File: src/design/itda_pkg.sv
// shared constants, types and helper functions for the integer to decimal text converter
package itda_pkg;

    localparam int INPUT_BITS = 32;

    // decimal digits needed for the largest magnitude, 2^(INPUT_BITS-1)
    localparam int DIGITS = ((INPUT_BITS - 1) * 30103) / 100000 + 1;
    localparam int BCD_BITS = DIGITS * 4;
    localparam int IDX_W = $clog2(DIGITS);

    // magnitude bits handled per pipeline stage
    localparam int CHUNK = 8;
    localparam int NSTAGES = (INPUT_BITS + CHUNK - 1) / CHUNK;
    localparam int PAD_BITS = NSTAGES * CHUNK;

    localparam int CHAR_W = 7;
    localparam logic [CHAR_W-1:0] CHAR_ZERO = 7'h30;
    localparam logic [CHAR_W-1:0] CHAR_MINUS = 7'h2D;

    typedef logic [BCD_BITS-1:0] bcd_t;
    typedef logic [PAD_BITS-1:0] mag_t;
    typedef logic [IDX_W-1:0] idx_t;

    // shift-and-add-3 over one chunk of magnitude bits, most significant first
    function automatic bcd_t dabble_chunk(input bcd_t bcd_in, input logic [CHUNK-1:0] bits);
        bcd_t b;
        b = bcd_in;
        for (int s = 0; s < CHUNK; s++)
        begin
            for (int d = 0; d < DIGITS; d++)
            begin
                if (b[d*4 +: 4] >= 4'd5)
                begin
                    b[d*4 +: 4] = b[d*4 +: 4] + 4'd3;
                end
            end
            b = {b[BCD_BITS-2:0], bits[CHUNK-1-s]};
        end
        return b;
    endfunction

    // position of the most significant nonzero digit, zero when all digits are zero
    function automatic idx_t lead_digit(input bcd_t bcd);
        idx_t idx;
        idx = '0;
        for (int d = 0; d < DIGITS; d++)
        begin
            if (bcd[d*4 +: 4] != 4'd0)
            begin
                idx = idx_t'(d);
            end
        end
        return idx;
    endfunction

endpackage

File: src/design/int_to_decimal_ascii.sv
// integer to decimal ascii converter: binary-to-bcd pipeline feeding a character serializer
//
// usage: drive value and raise start; the word is taken at a rising edge where start is
// high and busy is low. the text of the number comes out one ascii character per cycle,
// most significant first, on char_code with char_valid high; a leading '-' marks a
// negative number, zero gives a single '0', and last_char flags the final character.
// a taken word passes one negate stage, four shift-and-add-3 stages of 8 bits, one
// leading-digit stage, the serializer load and the output register before its first
// character appears. the characters of one number leave in consecutive cycles and the
// next number's text can follow the last character with no gap.
// throughput: the single character output sets the rate, one character per cycle, and a
// number is 1 to 11 characters (sign plus up to ten digits); busy rises while the
// serializer is still spelling out an earlier number and a finished word waits in the
// leading-digit stage, and the whole pipeline holds until the serializer takes it.
// the receiver cannot stall: every character is shown for exactly one cycle.
// reset clears all valid bits and the serializer's active and sign flags; no character is
// produced until a word is taken after reset.
module int_to_decimal_ascii (
    input  logic                           clk,
    input  logic                           rst_n,
    input  logic                           start,
    output logic                           busy,
    input  logic signed [itda_pkg::INPUT_BITS-1:0] value,
    output logic                           char_valid,
    output logic [itda_pkg::CHAR_W-1:0]    char_code,
    output logic                           last_char
);
    import itda_pkg::*;

    // pipeline stages: 0 holds sign and magnitude, 1..NSTAGES hold partial bcd
    logic [NSTAGES:0] v_reg;
    logic             neg_reg [0:NSTAGES];
    mag_t             mag_reg [0:NSTAGES];
    bcd_t             bcd_reg [0:NSTAGES];

    // leading digit stage
    logic lz_v_reg;
    logic lz_neg_reg;
    bcd_t lz_bcd_reg;
    idx_t lz_idx_reg;

    // serializer
    logic ser_active_reg, ser_active_next;
    logic ser_sign_reg, ser_sign_next;
    idx_t ser_idx_reg, ser_idx_next;
    bcd_t ser_bcd_reg, ser_bcd_next;

    // output register
    logic              char_valid_reg, char_valid_next;
    logic [CHAR_W-1:0] char_code_reg, char_code_next;
    logic              last_char_reg, last_char_next;

    logic ser_last_now;
    logic accept_ser;
    logic advance;
    logic [INPUT_BITS-1:0] in_mag;

    assign ser_last_now = ser_active_reg && !ser_sign_reg && (ser_idx_reg == '0);
    assign accept_ser = !ser_active_reg || ser_last_now;
    // the whole pipeline moves together; it freezes only when a finished word waits
    assign advance = !lz_v_reg || accept_ser;
    assign busy = !advance;

    assign in_mag = value[INPUT_BITS-1] ? (~value + 1'b1) : value;

    always_ff @(posedge clk or negedge rst_n)
    begin
        if (!rst_n)
        begin
            v_reg <= '0;
            lz_v_reg <= 1'b0;
        end
        else if (advance)
        begin
            v_reg <= {v_reg[NSTAGES-1:0], start};
            lz_v_reg <= v_reg[NSTAGES];
        end
    end

    always_ff @(posedge clk)
    begin
        if (advance)
        begin
            neg_reg[0] <= value[INPUT_BITS-1];
            mag_reg[0] <= mag_t'(in_mag);
            bcd_reg[0] <= '0;
            for (int k = 1; k <= NSTAGES; k++)
            begin
                neg_reg[k] <= neg_reg[k-1];
                mag_reg[k] <= mag_reg[k-1];
                bcd_reg[k] <= dabble_chunk(bcd_reg[k-1],
                                           mag_reg[k-1][PAD_BITS-1-CHUNK*(k-1) -: CHUNK]);
            end
        end
    end

    always_ff @(posedge clk)
    begin
        if (advance)
        begin
            lz_neg_reg <= neg_reg[NSTAGES];
            lz_bcd_reg <= bcd_reg[NSTAGES];
            lz_idx_reg <= lead_digit(bcd_reg[NSTAGES]);
        end
    end

    // serializer: sign first, then digits from the leading one down
    always_comb
    begin
        ser_active_next = ser_active_reg;
        ser_sign_next = ser_sign_reg;
        ser_idx_next = ser_idx_reg;
        ser_bcd_next = ser_bcd_reg;
        char_valid_next = 1'b0;
        char_code_next = CHAR_ZERO;
        last_char_next = 1'b0;

        if (ser_active_reg)
        begin
            char_valid_next = 1'b1;
            if (ser_sign_reg)
            begin
                char_code_next = CHAR_MINUS;
                ser_sign_next = 1'b0;
            end
            else
            begin
                char_code_next = CHAR_ZERO + {3'b000, ser_bcd_reg[ser_idx_reg*4 +: 4]};
                last_char_next = ser_last_now;
                if (ser_last_now)
                begin
                    ser_active_next = 1'b0;
                end
                else
                begin
                    ser_idx_next = ser_idx_reg - 1'b1;
                end
            end
        end

        if (accept_ser && lz_v_reg)
        begin
            ser_active_next = 1'b1;
            ser_sign_next = lz_neg_reg;
            ser_idx_next = lz_idx_reg;
            ser_bcd_next = lz_bcd_reg;
        end
    end

    always_ff @(posedge clk or negedge rst_n)
    begin
        if (!rst_n)
        begin
            ser_active_reg <= 1'b0;
            ser_sign_reg <= 1'b0;
            char_valid_reg <= 1'b0;
        end
        else
        begin
            ser_active_reg <= ser_active_next;
            ser_sign_reg <= ser_sign_next;
            char_valid_reg <= char_valid_next;
        end
    end

    always_ff @(posedge clk)
    begin
        ser_idx_reg <= ser_idx_next;
        ser_bcd_reg <= ser_bcd_next;
        char_code_reg <= char_code_next;
        last_char_reg <= last_char_next;
    end

    assign char_valid = char_valid_reg;
    assign char_code = char_code_reg;
    assign last_char = last_char_reg;

    // a minus sign is never the final character
    a_minus_not_last: assert property (@(posedge clk) disable iff (!rst_n)
        (char_valid && char_code == CHAR_MINUS) |-> !last_char)
        else $error("minus sign flagged as last character");

    // digits follow a minus sign in the very next cycle
    a_minus_then_digit: assert property (@(posedge clk) disable iff (!rst_n)
        (char_valid && char_code == CHAR_MINUS) |=> (char_valid && char_code != CHAR_MINUS))
        else $error("no digit right after minus sign");

    // a pending sign only exists inside an active word
    a_sign_active: assert property (@(posedge clk) disable iff (!rst_n)
        ser_sign_reg |-> ser_active_reg)
        else $error("sign pending with serializer idle");

    // an accepted word always lands in the first stage
    a_accept_lands: assert property (@(posedge clk) disable iff (!rst_n)
        (start && !busy) |=> v_reg[0])
        else $error("accepted word lost at pipeline entry");

endmodule

File: config.mk
export PLATFORM = sky130hd
export DESIGN_NAME = int_to_decimal_ascii
export DESIGN_NICKNAME = d
export VERILOG_FILES = /design/src/design/itda_pkg.sv /design/src/design/int_to_decimal_ascii.sv
export SDC_FILE = /design/constraint.sdc
export NUM_CORES = 1
export LEC_CHECK = 0
export BUFFER_PORTS_ARGS = -buffer_cell sky130_fd_sc_hd__buf_2
export CAP_MARGIN = 20
export CORE_MARGIN = 2
export CORE_UTILIZATION = 29
export CTS_CLUSTER_DIAMETER = 30
export DETAILED_ROUTE_END_ITERATION = 6
export PLACE_DENSITY = 0.41
export SYNTH_ARGS = -nofsm -noshare
export SYNTH_HDL_FRONTEND = slang
export SYNTH_SLANG_ARGS = --single-unit
export TNS_END_PERCENT = 20
File: constraint.sdc
create_clock -name clk -period 10.65 [get_ports clk]
set_input_delay 2.13 -clock clk [delete_from_list [all_inputs] [get_ports clk]]
set_output_delay 2.13 -clock clk [all_outputs]
set_load 0.005 [all_outputs]
# Yosys cells after proc, flatten, opt, wreduce, memory -nomap -nowiden
# Memory sizes are Yosys's and may differ from the RTL's. A register that Yosys moved wholly into a read port is not among the register bits.
# Cells that the tools add are included.
[totals]
reg_bits = 105
ram_bits = 365
out_inout_bits = 10
memories = 3
[classes]
n_addsub = 323
order_cmp = 320
eq_ne = 2
shifts = 1
n_mux = 663
bitwise = 2
n_reduce_logical = 23
[memory_table]
columns = ["memory", "words", "width", "rd", "rd_ports_with_merged_regs", "write_ports", "line", "source"]
rows = [
  ["bcd_reg", 5, 40, 5, 0, 5, "int_to_decimal_ascii.sv:34", "bcd_t bcd_reg [0:NSTAGES];"],
  ["mag_reg", 5, 32, 4, 0, 5, "int_to_decimal_ascii.sv:33", "mag_t mag_reg [0:NSTAGES];"],
  ["neg_reg", 5, 1, 5, 1, 5, "int_to_decimal_ascii.sv:32", "logic neg_reg [0:NSTAGES];"],
]
[op_table]
columns = ["cell", "count"]
rows = [
  ["4-bit 2-to-1 mux", 586],
  ["4-bit by 3-bit greater-or-equal comparator with 1-bit output, second input constant", 320],
  ["4-bit by 2-bit adder with 4-bit output, second input constant", 288],
  ["3-bit 2-to-1 mux", 64],
  ["3-bit by 2-bit adder with 3-bit output, second input constant", 32],
  ["40-bit by 7-bit variable part select with 4-bit output", 1],
  ["4-bit nonzero test", 9],
  ["32-bit by 1-bit adder with 32-bit output, second input constant", 1],
  ["32-bit 2-to-1 mux", 1],
  ["32-bit NOT", 1],
  ["1-bit 2-to-1 mux", 11],
  ["6-bit by 4-bit adder with 7-bit output, first input constant", 1],
  ["5-bit 2-to-1 mux", 1],
  ["1-bit logical NOT", 4],
  ["4-bit logical NOT", 1],
  ["2-bit by 1-bit inequality test with 1-bit output, second input constant", 2],
  ["2-bit OR reduction", 2],
  ["4-bit by 1-bit subtractor with 4-bit output, second input constant", 1],
  ["1-bit logical AND", 3],
  ["3-bit AND reduction", 1],
  ["1-bit logical OR", 2],
  ["2-bit nonzero test", 1],
  ["1-bit NOT", 1],
]

# Longest topological paths before layout
[depth]
ltp_word = 27
depth_mapped = 40
depth_no_buf = 39

# Worst setup path after synthesis
# No wires, ideal clock.
[synth_timing]
kind = "register -> output"
from = "reg ser_idx_reg[0]"
to = "out busy"
arrival_time_ns = 8.546
slack_ns = -0.026
path_stages_with_launch = 8
path_buffers = 2
cell_sequence = "edfxtp_1 -> clkbuf_1 -> buf_1 -> inv_1 -> ha_1 -> nand4b_1 -> nand3_1 -> inv_1"
[synth_between]
elab_chain_len = 5
[synth_rtl]
columns = ["item", "line", "source"]
rows = [
  ["from (decl)", "int_to_decimal_ascii.sv:45", "idx_t ser_idx_reg, ser_idx_next;"],
  ["from (signal assigned)", "int_to_decimal_ascii.sv:168", "ser_idx_reg <= ser_idx_next;"],
  ["4-bit logical NOT", "int_to_decimal_ascii.sv:58", "assign ser_last_now = ser_active_reg && !ser_sign_reg && (ser_idx_reg == '0);"],
  ["1-bit logical AND", "int_to_decimal_ascii.sv:58", ""],
  ["1-bit logical OR", "int_to_decimal_ascii.sv:59", "assign accept_ser = !ser_active_reg || ser_last_now;"],
  ["1-bit logical OR", "int_to_decimal_ascii.sv:61", "assign advance = !lz_v_reg || accept_ser;"],
  ["1-bit logical NOT", "int_to_decimal_ascii.sv:62", "assign busy = !advance;"],
  ["to (decl)", "int_to_decimal_ascii.sv:22", "output logic busy,"],
]
# Every way passes these cells.

==> results.md <==
- In the final timing run, aggregate negative setup slack is 0 ns.
- The area growth from synthesis to layout is 14.30%.
- Summing over every cut layer, the via total after detailed routing is approximately 26,000.
- The number of nets produced by synthesis is 3,744.
- The antenna diode count is 0.
- The number of fill cells in the layout is about 11,000.
- The number of iterations in the first detailed-routing pass is 5.
- The share of synthesized area in the top cell type comes to 0.2786.
- For this design, the CTS-stage hold fixing added 0 buffers.
- The proportion of synthesized chip area in sequential cells is 0.2902.
- The final cycle utilization of the critical path is 0.7274.
- Synthesis produced a netlist whose cell count is 3,571.
- Measured along the x axis, the die boundary spans 324.3 um.
- In the layout the commonest cells are nand2_1, nor2_1, edfxtp_1.
- The flow ran to the end, and the final reports show no timing, DRC or antenna violations.
- The H-tree depth is 3.
- The remaining antenna violation count is 0.
- The clock skew is 0.04437 ns.
- The data arrival time at the worst-slack endpoint is just over 8 ns.
- After detailed routing, the average wire length per cell comes to 13.59 um.
- The full die area is 105,200 um2.
- In this run, the number of DRC markers left after iteration 0 of detailed routing was 1,861.
- In this run the worst path has a maximum fanout of 9.
- Ranked by total cell area, the synthesized netlist is headed by edfxtp_1, ha_1, a21oi_1, o21ai_0, nand2_1.
- The critical path is of the reg2reg type.
- The number of antenna violations at the first check in global routing is 0.
- For this run, design rule violations remaining after detail routing come to 0.
- The stage delay of the slowest cell on the critical path is roughly 0.5 ns.
- Counting flops with an async set or reset pin after synthesis yields a share of 0.03093.
- The most frequent cell on the critical path is ha_1.
- The worst setup path is captured at a flop.
- Leaving out fill and tap cells, the most frequent cell in the layout is nand2_1.
- The overall track demand over capacity in global routing is 0.1287.
- The mapped netlist covers ~30,000 um2.
- The top-level port count is 45.
- The time the worst path needs with I/O delays and setup is 7.747 ns.
- For this design, the slowest cell found on the critical path is or4b_1.
- The largest net degree at the start of global routing is between 60 and 70.
- In this run, synthesis produced a sequential element count of between 200 and 300.
- At the end of the flow the core is filled with cells to 0.3342.
- The TritonCTS clock tree is done.
- In this run the vertical extent of the chip is 324.3 um.
- The tree is rooted in a clkbuf_16.
- Each instance of the synthesized netlist takes up on average about 8.3 um2.
- The number of synthesized flops with an enable pin is approximately 280.
- The floorplan has ~120 rows.
- Setup repair after global routing left no endpoint under its margin.
- The core footprint is roughly 100,000 um2.
- The detail-routed via count per cell is 5.138.
- The achievable clock frequency is 129.1 MHz.
- Setup violations remaining at the end of the flow were counted as 0.
- The worst max-slew margin expressed relative to the limit is 0.3213.
- The initial utilization of the core area, before any placement, comes to 0.2924.
- The number of resized instances in the post-cts repair step is 0.
- The tool flagged a number of max-cap violations equal to 0.
- The number of buffers between clock root and the deepest sink is 3.
- The CTS sink count is approximately 290.
- The clock latency reported for the late side of the worst-skew pair is around 0.63 ns.
- The congestion estimate from routability-driven global placement came to around 0.76.
- The first global-routing pass estimated roughly 120 mm of wire.
- The half-perimeter wire length after placement is just over 50 mm.
- The number of max-slew violations in the final report is 0.
- STA classifies the critical path startpoint as a flop.
- Across all hold checks on the routed design, the worst slack comes to 0.4034 ns.
- For this run the aggregate overflow at the end of global routing stands at 0.
- Synthesis instantiated 138 different standard cells from the library.
- For this run, the leading register cell type out of synthesis is edfxtp_1.
- The required time of the worst setup path is about 11 ns.
- For the pin with the worst max-slew slack, the measured transition is 1.018 ns.
- The kind of path behind the tightest hold check is reg2reg.
- The register with the most flip-flops in the layout has 99 of them.
- The via count of the first global-routing pass came to ~24,000.
- For this block, the routed nets add up to between 60 and 70 mm of wire.
- The fraction of layout cells with a size suffix above 1 is 0.1089.
- Port buffering added 42 buffers.
- The cell taking the most area after synthesis is edfxtp_1.
- The final hold violation count is 0.
- Yosys printed 0 warnings.
- The number of setup buffers added after CTS is 0.
- The clock slew seen by the registers of the worst setup and hold paths is 0.05 ns.
- The final layout contains 3,764 nets.
- The number of buffers inserted during clock tree synthesis is 77.
-- cell usage after synthesis, types with 83 or more instances --
cell type  count
edfxtp_1     276
nand2_1      327
nor2_1       302
ha_1         138
inv_1        196
a21oi_1      258
clkbuf_1      83
o21ai_0      246
nor3_1       112
mux2i_1      109
nand3_1      111
xnor2_1      110
-- kinds of logic after synthesis --
logic type | share of synthesized area
DFF | 0.2902
buffers and inverters | 0.04370
muxes | 0.06675
and+or+nand+nor | 0.2123
xor gates and xnor gates | 0.04307
AOI/OAI and AO/OA | 0.2836
adders and majority gates | 0.06006
other | 0.0002524
-- through the flow --
| stage | worst slack (ns) | std cells | instance area, um2 |
|---|---|---|---|
| CTS | 2.928 | 5022 | 34010 |
| global route | 1.924 | 5022 | 34010 |
| global placement | 2.995 | 4880 | 31280 |
| finish | 2.903 | 5022 | 34010 |
| floorplan | 2.764 | 3571 | 29750 |
| detailed placement | 2.950 | 4880 | 31280 |
-- final cells by class --
cell class	count	area, um2	area share
Multi-Input combinational cell	2958	19840	0.5833
Sequential cell	291	8633	0.2539
Clock buffer	83	1949	0.05733
Tap cell	1368	1712	0.05033
Clock inverter	59	773.2	0.02274
Inverter	205	772.0	0.02270
Timing Repair Buffer	58	330.3	0.009714
-- final timing paths --
check                           startpoint               to  slack (ns)  cells past startpoint
max                        bcd_reg[0][144]  bcd_reg[0][197]        2.90                     35
max reg2reg                bcd_reg[0][144]  bcd_reg[0][197]        2.90                     35
min reg2reg                  lz_bcd_reg[8]   ser_bcd_reg[8]        0.40                      0
min in group asynchronous            rst_n         v_reg[4]        1.35                      1
min                          lz_bcd_reg[8]   ser_bcd_reg[8]        0.40                      0
max in group asynchronous            rst_n         v_reg[2]        9.12                      1
-- layer usage --
metal / GRT usage / vias up / share of wire
met4: 0.03045 / 0 / 0.016
li1: - / 13597 / -
met1: 0.1679 / 11863 / 0.49
met2: 0.2193 / 272 / 0.47
met5: 0 / - / 0
met3: 0.02335 / 72 / 0.029
-- critical path, delay by kind of cell (launching register included) --
| family | cells | cell delay, ns |
|---|---|---|
| AND/OR/NAND/NOR | 12 | 2.26 |
| adder cells (fa/ha/maj) | 6 | 1.42 |
| flip-flops | 1 | 0.46 |
| buffers and inverters | 4 | 0.35 |
| AO/OA/AOI/OAI | 11 | 2.43 |
| XOR/XNOR | 2 | 0.53 |
Power is left out: the tool's default activity adds up to more than one toggle a clock period on the data nets, which glitch-free logic cannot reach.
